==> src/rtl/barc_pkg.sv <==
`timescale 1ns / 1ps
// ----------------------------------------------------------------------------
// barc_pkg
// Shared widths, register indexes and result type of the bit aligned row copy.
// ----------------------------------------------------------------------------
package barc_pkg;

    localparam int WORD_W      = 32;
    localparam int OFFSET_W    = 5;
    localparam int BIT_COUNT_W = 13;
    localparam int CFG_IDX_W   = 8;
    localparam int CFG_DATA_W  = 32;

    // register indexes on the configuration channel
    localparam logic [CFG_IDX_W-1:0] CFG_SRC_BIT_OFFSET = 8'd0;
    localparam logic [CFG_IDX_W-1:0] CFG_DST_BIT_OFFSET = 8'd1;
    localparam logic [CFG_IDX_W-1:0] CFG_BIT_COUNT      = 8'd2;
    localparam logic [CFG_IDX_W-1:0] CFG_DESCENDING     = 8'd3;

    // output queue
    localparam int QDEPTH = 4;
    localparam int QPTR_W = 2;
    localparam int QCNT_W = 3;

    typedef struct packed {
        logic [WORD_W-1:0] dst_word;
        logic [WORD_W-1:0] write_mask;
        logic              row_last;
    } barc_result_t;

endpackage

==> src/rtl/barc_cfg_if.sv <==
`timescale 1ns / 1ps
// ----------------------------------------------------------------------------
// barc_cfg_if
// Register write channel: register index and write data.
// ----------------------------------------------------------------------------
interface barc_cfg_if;
    import barc_pkg::*;

    logic                  valid;
    logic                  ready;
    logic [CFG_IDX_W-1:0]  index;
    logic [CFG_DATA_W-1:0] data;

    modport source (output valid, output index, output data, input ready);
    modport sink   (input valid, input index, input data, output ready);
endinterface

==> src/rtl/barc_src_if.sv <==
`timescale 1ns / 1ps
// ----------------------------------------------------------------------------
// barc_src_if
// Source word stream, one 32-bit word per transfer.
// ----------------------------------------------------------------------------
interface barc_src_if;
    import barc_pkg::*;

    logic              valid;
    logic              ready;
    logic [WORD_W-1:0] src_word;

    modport source (output valid, output src_word, input ready);
    modport sink   (input valid, input src_word, output ready);
endinterface

==> src/rtl/barc_dst_if.sv <==
`timescale 1ns / 1ps
// ----------------------------------------------------------------------------
// barc_dst_if
// Destination word stream with bit write mask and end of row flag.
// ----------------------------------------------------------------------------
interface barc_dst_if;
    import barc_pkg::*;

    logic              valid;
    logic              ready;
    logic [WORD_W-1:0] dst_word;
    logic [WORD_W-1:0] write_mask;
    logic              row_last;

    modport source (output valid, output dst_word, output write_mask, output row_last,
                    input ready);
    modport sink   (input valid, input dst_word, input write_mask, input row_last,
                    output ready);
endinterface

==> src/rtl/bit_aligned_row_copy_core.sv <==
`timescale 1ns / 1ps
// ----------------------------------------------------------------------------
// bit_aligned_row_copy_core
// Blitter row engine: funnel-shifts a stream of source words into destination
// words at another bit offset, with a write mask for partial edge words.
//
// cfg: register writes (source offset, destination offset, bit count,
//   descending), always ready; a write to a listed register rearms the row.
// src: source words of a row in walking order, one per transfer.
// dst: destination words with write mask; row_last flags the final word.
// Each accepted source word is worked on in the accepting cycle and its
// results land in a four entry output queue, from which dst is offered, so
// dst is driven from registers. One source word per cycle is sustained while
// the receiver keeps up and no register write is offered; the last word of a
// row may push a second, flushed result. src.ready is high while the queue has
// room for two results and no register write is offered, so a stalled receiver
// holds src off, no result is lost and a register write never meets a source
// transfer in the same cycle.
// Reset clears the registers to their defaults, empties the queue and
// rearms the row.
// ----------------------------------------------------------------------------
module bit_aligned_row_copy_core
    import barc_pkg::*;
#(
    parameter int MAX_ROW_BITS = 4096
)(
    input  logic      clk,
    input  logic      rst_n,
    barc_cfg_if.sink  cfg,
    barc_src_if.sink  src,
    barc_dst_if.source dst
);

    localparam int CW    = $clog2(MAX_ROW_BITS + 1);
    localparam int EW    = CW + 2;
    localparam int MAXW  = (MAX_ROW_BITS + 62) / 32;
    localparam int NW    = $clog2(MAXW + 1);

    // configuration registers
    logic [OFFSET_W-1:0]    src_bit_offset_reg;
    logic [OFFSET_W-1:0]    dst_bit_offset_reg;
    logic [BIT_COUNT_W-1:0] bit_count_reg;
    logic                   descending_reg;

    // row state
    logic [WORD_W-1:0] held_word_reg, held_word_next;
    logic [NW-1:0]     seen_reg, seen_next;
    logic [NW-1:0]     sent_reg, sent_next;

    // output queue
    barc_result_t              queue_reg [QDEPTH];
    barc_result_t              queue_next [QDEPTH];
    logic [QPTR_W-1:0]         head_reg, head_next;
    logic [QCNT_W-1:0]         count_reg, count_next;

    logic              cfg_xfer;
    logic              src_xfer;
    logic              dst_xfer;
    logic [EW-1:0]     cnt;
    logic [EW-1:0]     sxc;
    logic [EW-1:0]     dxc;
    logic [NW-1:0]     nsrc;
    logic [NW-1:0]     ndst;
    logic [OFFSET_W-1:0] sh;
    logic              lagged;
    logic              emit0;
    logic              emit1;
    logic              row_end;
    logic [NW-1:0]     seen_inc;
    logic [NW-1:0]     sent1;
    barc_result_t      res0;
    barc_result_t      res1;
    logic [QPTR_W-1:0] tail;

    function automatic logic [WORD_W-1:0] funnel(
        input logic [WORD_W-1:0]   older,
        input logic [WORD_W-1:0]   newer,
        input logic [OFFSET_W-1:0] amt,
        input logic                desc
    );
        logic [2*WORD_W-1:0] cat;
        logic [OFFSET_W:0]   rsh;
        if (desc)
        begin
            cat = {older, newer};
            rsh = 6'd32 - {1'b0, amt};
        end
        else
        begin
            cat = {newer, older};
            rsh = {1'b0, amt};
        end
        cat = cat >> rsh;
        return cat[WORD_W-1:0];
    endfunction

    // mask of destination word k; e is the end bit of the row relative to word k
    function automatic logic [WORD_W-1:0] edge_mask(
        input logic [NW-1:0]       k,
        input logic [OFFSET_W-1:0] dx,
        input logic [EW-1:0]       dx_cnt,
        input logic                desc
    );
        logic [OFFSET_W-1:0] lb;
        logic [EW-1:0]       e;
        logic                full;
        logic [WORD_W-1:0]   m;
        lb   = (k == '0) ? dx : '0;
        e    = dx_cnt - (EW'(k) << 5);
        full = (e >= EW'(32));
        if (desc)
        begin
            m = {WORD_W{1'b1}} >> lb;
            if (!full)
                m = m & ~({WORD_W{1'b1}} >> e[OFFSET_W-1:0]);
        end
        else
        begin
            m = {WORD_W{1'b1}} << lb;
            if (!full)
                m = m & ~({WORD_W{1'b1}} << e[OFFSET_W-1:0]);
        end
        return m;
    endfunction

    assign cfg.ready = 1'b1;
    assign cfg_xfer  = cfg.valid && cfg.ready;
    // a pending register write takes the cycle
    assign src.ready = (count_reg <= QCNT_W'(QDEPTH - 2)) && !cfg.valid;
    assign src_xfer  = src.valid && src.ready;

    assign dst.valid      = (count_reg != '0);
    assign dst.dst_word   = queue_reg[head_reg].dst_word;
    assign dst.write_mask = queue_reg[head_reg].write_mask;
    assign dst.row_last   = queue_reg[head_reg].row_last;
    assign dst_xfer       = dst.valid && dst.ready;

    // effective row geometry
    always_comb
    begin
        if (bit_count_reg == '0)
            cnt = EW'(1);
        else if (32'(bit_count_reg) > 32'(MAX_ROW_BITS))
            cnt = EW'(MAX_ROW_BITS);
        else
            cnt = EW'(bit_count_reg);
        sxc    = EW'(src_bit_offset_reg) + cnt;
        dxc    = EW'(dst_bit_offset_reg) + cnt;
        nsrc   = NW'((sxc + EW'(31)) >> 5);
        ndst   = NW'((dxc + EW'(31)) >> 5);
        lagged = (src_bit_offset_reg >= dst_bit_offset_reg);
        sh     = src_bit_offset_reg - dst_bit_offset_reg;
    end

    always_comb
    begin
        emit0    = (!lagged || seen_reg != '0) && (sent_reg < ndst);
        seen_inc = seen_reg + NW'(1);
        sent1    = sent_reg + NW'(emit0);
        row_end  = (seen_inc >= nsrc);
        emit1    = row_end && (sent1 < ndst);

        res0.dst_word   = funnel(held_word_reg, src.src_word, sh, descending_reg);
        res0.write_mask = edge_mask(sent_reg, dst_bit_offset_reg, dxc, descending_reg);
        res0.row_last   = (sent_reg + NW'(1) == ndst);
        // flush: words past the row read as zero
        res1.dst_word   = funnel(src.src_word, '0, sh, descending_reg);
        res1.write_mask = edge_mask(sent1, dst_bit_offset_reg, dxc, descending_reg);
        res1.row_last   = (sent1 + NW'(1) == ndst);
    end

    always_comb
    begin
        held_word_next = held_word_reg;
        seen_next      = seen_reg;
        sent_next      = sent_reg;
        queue_next     = queue_reg;
        head_next      = head_reg;
        count_next     = count_reg;
        tail           = head_reg + count_reg[QPTR_W-1:0];

        if (cfg_xfer)
        begin
            if (cfg.index <= CFG_DESCENDING)
            begin
                held_word_next = '0;
                seen_next      = '0;
                sent_next      = '0;
            end
        end
        else if (src_xfer)
        begin
            if (row_end)
            begin
                held_word_next = '0;
                seen_next      = '0;
                sent_next      = '0;
            end
            else
            begin
                held_word_next = src.src_word;
                seen_next      = seen_inc;
                sent_next      = sent1;
            end
            if (emit0)
            begin
                queue_next[tail] = res0;
                if (emit1)
                    queue_next[tail + QPTR_W'(1)] = res1;
            end
            else if (emit1)
            begin
                queue_next[tail] = res1;
            end
            count_next = count_reg + QCNT_W'(emit0) + QCNT_W'(emit1);
        end

        if (dst_xfer)
        begin
            head_next  = head_reg + QPTR_W'(1);
            count_next = count_next - QCNT_W'(1);
        end
    end

    always_ff @(posedge clk or negedge rst_n)
    begin
        if (!rst_n)
        begin
            src_bit_offset_reg <= '0;
            dst_bit_offset_reg <= '0;
            bit_count_reg      <= BIT_COUNT_W'(1);
            descending_reg     <= 1'b0;
            held_word_reg      <= '0;
            seen_reg           <= '0;
            sent_reg           <= '0;
            head_reg           <= '0;
            count_reg          <= '0;
        end
        else
        begin
            if (cfg_xfer)
            begin
                case (cfg.index)
                    CFG_SRC_BIT_OFFSET: src_bit_offset_reg <= cfg.data[OFFSET_W-1:0];
                    CFG_DST_BIT_OFFSET: dst_bit_offset_reg <= cfg.data[OFFSET_W-1:0];
                    CFG_BIT_COUNT:      bit_count_reg      <= cfg.data[BIT_COUNT_W-1:0];
                    CFG_DESCENDING:     descending_reg     <= cfg.data[0];
                    default:            ;
                endcase
            end
            held_word_reg <= held_word_next;
            seen_reg      <= seen_next;
            sent_reg      <= sent_next;
            head_reg      <= head_next;
            count_reg     <= count_next;
        end
    end

    // queue payload carries no reset
    always_ff @(posedge clk)
    begin
        queue_reg <= queue_next;
    end

    a_queue_bound: assert property (@(posedge clk) disable iff (!rst_n)
        count_reg <= QCNT_W'(QDEPTH))
        else $error("output queue overflow");

    a_sent_bound: assert property (@(posedge clk) disable iff (!rst_n)
        sent_reg <= ndst)
        else $error("more destination words sent than the row holds");

    a_seen_step: assert property (@(posedge clk) disable iff (!rst_n)
        src_xfer && !cfg_xfer && !row_end |=> seen_reg == $past(seen_reg) + NW'(1))
        else $error("source word count did not advance");

    a_row_rearm: assert property (@(posedge clk) disable iff (!rst_n)
        src_xfer && !cfg_xfer && row_end |=> seen_reg == '0 && sent_reg == '0
            && held_word_reg == '0)
        else $error("row state not rearmed at end of row");

endmodule
==> src/flat_wrapper.sv <==
// flat-port wrapper written by rule: the top's interface ports become plain ports
module bit_aligned_row_copy_core_flat import barc_pkg::*;
#(
    parameter int MAX_ROW_BITS = 4096
)
  (clk, rst_n, cfg_valid, cfg_index, cfg_data, cfg_ready, src_valid, src_src_word, src_ready, dst_valid, dst_dst_word, dst_write_mask, dst_row_last, dst_ready);
  barc_cfg_if cfg_i ();
  barc_src_if src_i ();
  barc_dst_if dst_i ();
  input  logic clk;
  input  logic rst_n;
  input wire logic [$bits(cfg_i.valid)-1:0] cfg_valid;
  input wire logic [$bits(cfg_i.index)-1:0] cfg_index;
  input wire logic [$bits(cfg_i.data)-1:0] cfg_data;
  output wire logic [$bits(cfg_i.ready)-1:0] cfg_ready;
  input wire logic [$bits(src_i.valid)-1:0] src_valid;
  input wire logic [$bits(src_i.src_word)-1:0] src_src_word;
  output wire logic [$bits(src_i.ready)-1:0] src_ready;
  output wire logic [$bits(dst_i.valid)-1:0] dst_valid;
  output wire logic [$bits(dst_i.dst_word)-1:0] dst_dst_word;
  output wire logic [$bits(dst_i.write_mask)-1:0] dst_write_mask;
  output wire logic [$bits(dst_i.row_last)-1:0] dst_row_last;
  input wire logic [$bits(dst_i.ready)-1:0] dst_ready;
  assign cfg_i.valid = cfg_valid;
  assign cfg_i.index = cfg_index;
  assign cfg_i.data = cfg_data;
  assign cfg_ready = cfg_i.ready;
  assign src_i.valid = src_valid;
  assign src_i.src_word = src_src_word;
  assign src_ready = src_i.ready;
  assign dst_valid = dst_i.valid;
  assign dst_dst_word = dst_i.dst_word;
  assign dst_write_mask = dst_i.write_mask;
  assign dst_row_last = dst_i.row_last;
  assign dst_i.ready = dst_ready;
  bit_aligned_row_copy_core #(.MAX_ROW_BITS(MAX_ROW_BITS)) u_core (.clk(clk), .rst_n(rst_n), .cfg(cfg_i), .src(src_i), .dst(dst_i));
endmodule
==> config.mk <==
export PLATFORM = sky130hd
export DESIGN_NAME = bit_aligned_row_copy_core_flat
export DESIGN_NICKNAME = d
export VERILOG_FILES = /design/src/rtl/barc_pkg.sv /design/src/rtl/barc_cfg_if.sv /design/src/rtl/barc_src_if.sv /design/src/rtl/barc_dst_if.sv /design/src/rtl/bit_aligned_row_copy_core.sv /design/src/flat_wrapper.sv
export SDC_FILE = /design/constraint.sdc
export NUM_CORES = 2
export LEC_CHECK = 0
export BUFFER_PORTS_ARGS = -buffer_cell sky130_fd_sc_hd__buf_2
export CAP_MARGIN = 0
export CELL_PAD_IN_SITES_DETAIL_PLACEMENT = 0
export CELL_PAD_IN_SITES_GLOBAL_PLACEMENT = 1
export CORE_ASPECT_RATIO = 1.4
export CORE_UTILIZATION = 44
export CTS_CLUSTER_DIAMETER = 40
export DETAILED_ROUTE_END_ITERATION = 6
export PLACE_DENSITY_LB_ADDON = 0.1
export SLEW_MARGIN = 20
export SYNTH_ARGS = -nofsm -noshare
export SYNTH_HDL_FRONTEND = slang
export SYNTH_SLANG_ARGS = --single-unit
==> constraint.sdc <==
create_clock -name clk -period 11.1 [get_ports clk]
set_input_delay 0.555 -clock clk [delete_from_list [all_inputs] [get_ports clk]]
set_output_delay 0.555 -clock clk [all_outputs]
set_load 0.005 [all_outputs]
Word level (Yosys, flattened, before mapping). Cells that the tools add are included.

Add/sub/neg operators: 18. Multiply operators: 0. Divide/modulo/power cells: 0. Magnitude comparators: 14. Eq/ne operators: 6. Shift operators: 10. Mux-type cells: 40. Bitwise logic cells: 12. Reduce and logical (&&, ||, !) cells: 24.

Operators with widths (number): $bwmux 260 (3); $mux 260 (3); $mux 32 (10); $demux 65 s2 (2); $mux 65 (4); $bmux 65 s2 (1); $and 32x32->32 (4); $mux 64 (2); $not 32->32 (4); $shl 32x5->32 const A (4); $shr 32x5->32 const A (4); $shr 64x6->32 (2); $mux 8 (7); $ge 15x6->1 const B (2); $sub 15x13->15 (2); $add 13x5->13 const B (2); $mux 13 (2); $add 8x1->8 const B (3); $logic_not 8->1 (3); $eq 8x2->1 const B (2); $eq 8x8->1 (2); $lt 8x8->1 (2); $add 5x13->14 (1); $add 5x13->13 (1); 30 further kinds (52).

Bits in registers: 337. Bits in latches: 0. Memory bits (writable): 0. Memory bits (read-only): 0. Output and inout bits: 68. Logic and storage cells: 145. Memories: 0.

Longest topological paths before layout.
Word-level depth: 17. Depth in mapped cells: 46. Gate-level depth less buffers: 41.

Least setup slack after synthesis. OpenSTA, ideal clock, no wires.

Path type: register -> register. Start: register u_core.bit_count_reg[12]. End: register u_core.queue_reg[0] (netlist bit) (enable). Library setup time: 0.509 ns. Arrival: 11.342 ns. Data required time: 10.591 ns. Setup slack: -0.751 ns. Cell stages (with the launch flop): 41. Cells stage by stage: dfrtp_1 clkbuf_1 clkbuf_1 nor2_1 ha_1 fa_1 a211oi_2 nor2_2 xnor2_4 and3_1 nor2_1 xnor2_1 ha_1 nor2b_1 o21a_1 o21a_1 o21ai_0 nand2b_1 [5 not listed] buf_2 buf_2 ha_1 nand3_1 xnor2_1 inv_1 ha_1 nor3_1 a21oi_1 or4_4 nand3_1 nor3_1 o41ai_4 nand3_1 buf_2 buf_2 buf_2 a21oi_1.

Cells in the longest elaborated chain, start to end: 12.

RTL lines: start, declared (line bit_aligned_row_copy_core.sv:42) `logic [BIT_COUNT_W-1:0] bit_count_reg;`; start signal, assigned (line bit_aligned_row_copy_core.sv:246) `CFG_BIT_COUNT: bit_count_reg <= cfg.data[BIT_COUNT_W-1:0];`; $gt 13x13->1 (line bit_aligned_row_copy_core.sv:143) `else if (32'(bit_count_reg) > 32'(MAX_ROW_BITS))`; $mux 13 (line bit_aligned_row_copy_core.sv:143); $mux 13 (*) (line bit_aligned_row_copy_core.sv:141) `if (bit_count_reg == '0)`; $add 5x13->14 (line bit_aligned_row_copy_core.sv:148) `dxc = EW'(dst_bit_offset_reg) + cnt;`; $add 13x5->13 (line bit_aligned_row_copy_core.sv:150) `ndst = NW'((dxc + EW'(31)) >> 5);`; $lt 8x8->1 (line bit_aligned_row_copy_core.sv:157) `emit0 = (!lagged || seen_reg != '0) && (sent_reg < ndst);`; $logic_and 1x1->1 (line bit_aligned_row_copy_core.sv:157); $add 8x1->8 (line bit_aligned_row_copy_core.sv:159) `sent1 = sent_reg + NW'(emit0);`; $lt 8x8->1 (line bit_aligned_row_copy_core.sv:161) `emit1 = row_end && (sent1 < ndst);`; $logic_and 1x1->1 (line bit_aligned_row_copy_core.sv:161); $reduce_bool 2->1 (no line) (*); $reduce_and 3->1 (no line) (*); end signal, assigned (line bit_aligned_row_copy_core.sv:262) `queue_reg <= queue_next;`; end, declared (line bit_aligned_row_copy_core.sv:51) `barc_result_t queue_reg [QDEPTH];`.

Mark *: on every way between the ends. The rest lies on a longest branch, timed or not. A chain may end at the register's enable or synchronous reset.

Worst setup path in the final report.
Start: register u_core.bit_count_reg[6]. End: register u_core.queue_reg[135] (netlist bit), data pin.

Cells in the longest elaborated chain, start to end: 17.

RTL lines: $gt 13x13->1 (line bit_aligned_row_copy_core.sv:143); $mux 13 (line bit_aligned_row_copy_core.sv:143); $mux 13 (*) (line bit_aligned_row_copy_core.sv:141); parallel branches: the longest is 13 deep, another holds $sub 15x13->15; $mux 260 (*) (line bit_aligned_row_copy_core.sv:205) `if (emit0)`.

Mark *: on every way between the ends. The select of a mux whose other input is x is not followed.

==> results.json <==
{
  "outcome": "complete, no violations",
  "die_x_um": 231,
  "final_nets": 3884,
  "synthMostInstantiatedCell": "nand2_1",
  "whs_endpoint": "u_core.bit_count_reg[8]$_DFFE_PN0P_",
  "hp-class": "input pin to flop",
  "first_pass_iters": 7,
  "p_int_mw": 6.32,
  "busiest_layer": "met2",
  "worstSetupStartpoint": "u_core.bit_count_reg[6]$_DFFE_PN0P_",
  "ys_async_sr_fraction_pct": 22.8,
  "fmax_mhz": 96.0,
  "ys_top_cells_by_count": "nand2_1, nor2_1, o21ai_0, edfxtp_1, mux2i_1",
  "syn2layout_area_growth_pct": 10.6,
  "cp.required_ns": 11.44,
  "clk_latency_ns": 0.66,
  "rsz0062_at_grt": "no",
  "hold_start": "cfg_data[8]",
  "syn_area_mm2": 0.0324,
  "clock_path_buffers": 3,
  "slew_headroom_pct": 20.4,
  "grt_pass1_vias": 29856,
  "grt_util_met1_pct": 44.8,
  "r2r-start": "u_core.bit_count_reg[6]$_DFFE_PN0P_",
  "hold_viol": 0,
  "drt_wl_total_mm": 127,
  "numCtsBuffers": 61,
  "largest_register_ffs": 260,
  "cp_slowest_stage_delay_ns": 0.68,
  "via_count": 31448,
  "detail-route-antenna-nets": 0,
  "cts_root_buffer": "clkbuf_16",
  "wl_per_cell_um": 26.7,
  "antenna_found_initial": 1,
  "cts_setup_buffers": 0,
  "tightest_slew_ns": 1.19,
  "rr_endpoint": "u_core.queue_reg[135]$_DFFE_PP_",
  "syn_area_per_cell_um2": 8.45,
  "placed_cell_area_mm2": 0.0337,
  "drive_above_1_share_pct": 16.0,
  "path_class": "flop to flop",
  "die_h_um": 323,
  "r2r_slack_ns": 0.68,
  "postSynth.topFlopCell": "edfxtp_1",
  "drv_cap": 0,
  "synthXorXnorAreaFrac_pct": 2.48,
  "worstPathArrival_ns": 10.76,
  "syn_nets": 3981,
  "cpMostUsedCell": "ha_1",
  "synth_compound_area_share_pct": 24.7,
  "vdd_drop_max_mv": 0.471,
  "cts_tree": "built",
  "p_per_area_mw_per_mm2": 365,
  "crit_fanout": 19,
  "rr_worst_depth": 33,
  "ys_seq_area_share_pct": 30.0,
  "dp_hpwl_mm": 83.4,
  "synth_area_leaders": "edfxtp_1, mux4_2, mux2i_1",
  "synth_cell_types": 96,
  "clkPwrFrac_pct": 14.8,
  "p_leak_nw": 13.9,
  "n_antenna_cell": 0,
  "yosys.area_share.simple_pct": 15.9,
  "grt_usage_pct": 33.3,
  "coreArea_mm2": 0.0728,
  "startpoint_type": "flop",
  "synth.area.mux_share_pct": 18.7,
  "ys_warn_count": 0,
  "combinationalPowerShare_pct": 67.8,
  "synth_top_area_cell": "edfxtp_1",
  "cts.reportedPaths.clkPinSlew_ns": 0.05,
  "slew_viol_final": 0,
  "cts_htree_levels": 2,
  "viasPerCell": 6.63,
  "crit_slowest_cell": "o21ai_0",
  "post_synth_inst_count": 3836,
  "grt_pass1_wl_mm": 190,
  "synth_edf_count": 260,
  "die_area_mm2": 0.0747,
  "clock-sinks": 337,
  "drc": 0,
  "holdPathStages": 2,
  "tns_ns": 0,
  "netlist.area_leader.share_pct": 24.1,
  "fin_crit_sh_pct": 93.8,
  "grt_use_met2_pct": 53.9,
  "grt_max_degree": 127,
  "fin_area_mm2": 0.0358,
  "gp_congestion": 1.02,
  "period_needed_ns": 10.42,
  "io_pins": 145,
  "switching_share_pct": 51.6,
  "num_rows": 117,
  "skew_ns": 0.0236,
  "synth-seq-cells": 337,
  "port_buffers": 124,
  "synth_top_family_by_area": "compound AO/OA/AOI/OAI gates",
  "use_met3_pct": 4.87,
  "synth_adder_area_share_pct": 2.72,
  "start_util_pct": 44.5,
  "worstSetupEndpointType": "flop",
  "seq_power_share_pct": 17.4,
  "setup_violations": 0,
  "grt_overflow_total": 0,
  "switchingPower_mw": 6.76,
  "drtIter0Drc": 3616
}
-- power groups by stage --
stage                     Sequential [mW]  Clock, mW  Combinational (mW)
final                                2.28       1.93                8.87
after global routing                 2.31       2.00                9.54
after CTS                            2.27       1.96                8.72
after detailed placement             2.30          0                8.70
after global placement               2.28          0                8.48
after floorplan                      2.15          0                6.12
-- layout make-up --
type	instances	area, µm²
Tap cell	952	1190
Timing Repair Buffer	197	1320
Inverter	75	290
Clock buffer	73	1620
Clock inverter	43	478
Multi-Input combinational cell	3067	21200
Sequential cell	337	9750
Fill cell	6883	36900
-- per-layer routing --
metal | share of wire, % | vias up
met4 | 3.5 | 2
met1 | 42 | 15461
met5 | 0.010 | -
met2 | 47 | 1537
met3 | 7.8 | 246
li1 | - | 14202
-- what timing repair did --
item	CTS	global route
hold buffers	1	0
hold endpoints to repair	18	0
resized for setup	0	0
-- how the worst max path moves through the flow --
| stage | end | slack (ns) | cells past startpoint |
|---|---|---|---|
| CTS | u_core.queue_reg[158]$_DFFE_PP_ | 0.82 | 33 |
| finish | u_core.queue_reg[135]$_DFFE_PP_ | 0.68 | 33 |
| floorplan | u_core.queue_reg[0]$_DFFE_PP_ | 0.71 | 40 |
| global route | u_core.queue_reg[93]$_DFFE_PP_ | 0.03 | 33 |
| detailed placement | u_core.queue_reg[158]$_DFFE_PP_ | 0.86 | 33 |
| global placement | u_core.queue_reg[158]$_DFFE_PP_ | 0.94 | 33 |
-- cell usage in the layout, fill, tap and decap left out, drive strengths merged, types with 28 or more instances in the layout --
cell	Yosys	routed
a211oi	45	45
a21o	42	42
a21oi	222	222
a22o	68	68
a22oi	37	37
a31oi	36	36
buf	133	196
clkbuf	224	73
clkinv	4	28
dfrtp	76	76
edfxtp	260	260
ha	64	64
inv	71	80
mux2	108	108
mux2i	235	235
mux4	110	110
nand2	529	529
nand3	60	60
nor2	394	394
nor3	69	69
o211ai	78	78
o21ai	412	412
o22ai	175	175
or3	47	47
xnor2	53	53
-- cell families (layout without fill, tap and decap cells) --
| logic type | count (synthesis) | in the layout |
|---|---|---|
| buffers and inverters | 432 | 388 |
| other | 1 | 1 |
| AO/OA/AOI/OAI | 1260 | 1260 |
| XOR/XNOR | 77 | 77 |
| AND/OR/NAND/NOR | 1208 | 1208 |
| multiplexers | 453 | 453 |
| flip-flops | 337 | 337 |
| adder cells (fa/ha/maj) | 68 | 68 |
-- per-stage QoR --
stage          util [%]  total power, mW  hold slack (ns)  worst slack (ns)  std cells
6_report           49.2             13.1            0.136             0.685       4744
5_1_grt            49.2             13.8            0.130            0.0279       4744
4_1_cts            49.2             13.0           0.0992             0.822       4743
3_5_place_dp       46.3             11.0            0.440             0.856       4626
3_3_place_gp       46.3             10.8            0.432             0.935       4626
2_1_floorplan         -             8.27            0.259             0.714       3836
-- worst max-delay path: cells and delay by family, from the launching register on --
kind            cells  cell delay, ns
xor+xnor            1            0.35
buf+inv             3            0.73
flops               1            0.49
compound gates     16            4.30
fa+ha+maj           5            1.81
mux                 1            0.31
simple gates        7            2.06
Note: power is estimated with default switching activity, not from simulation.
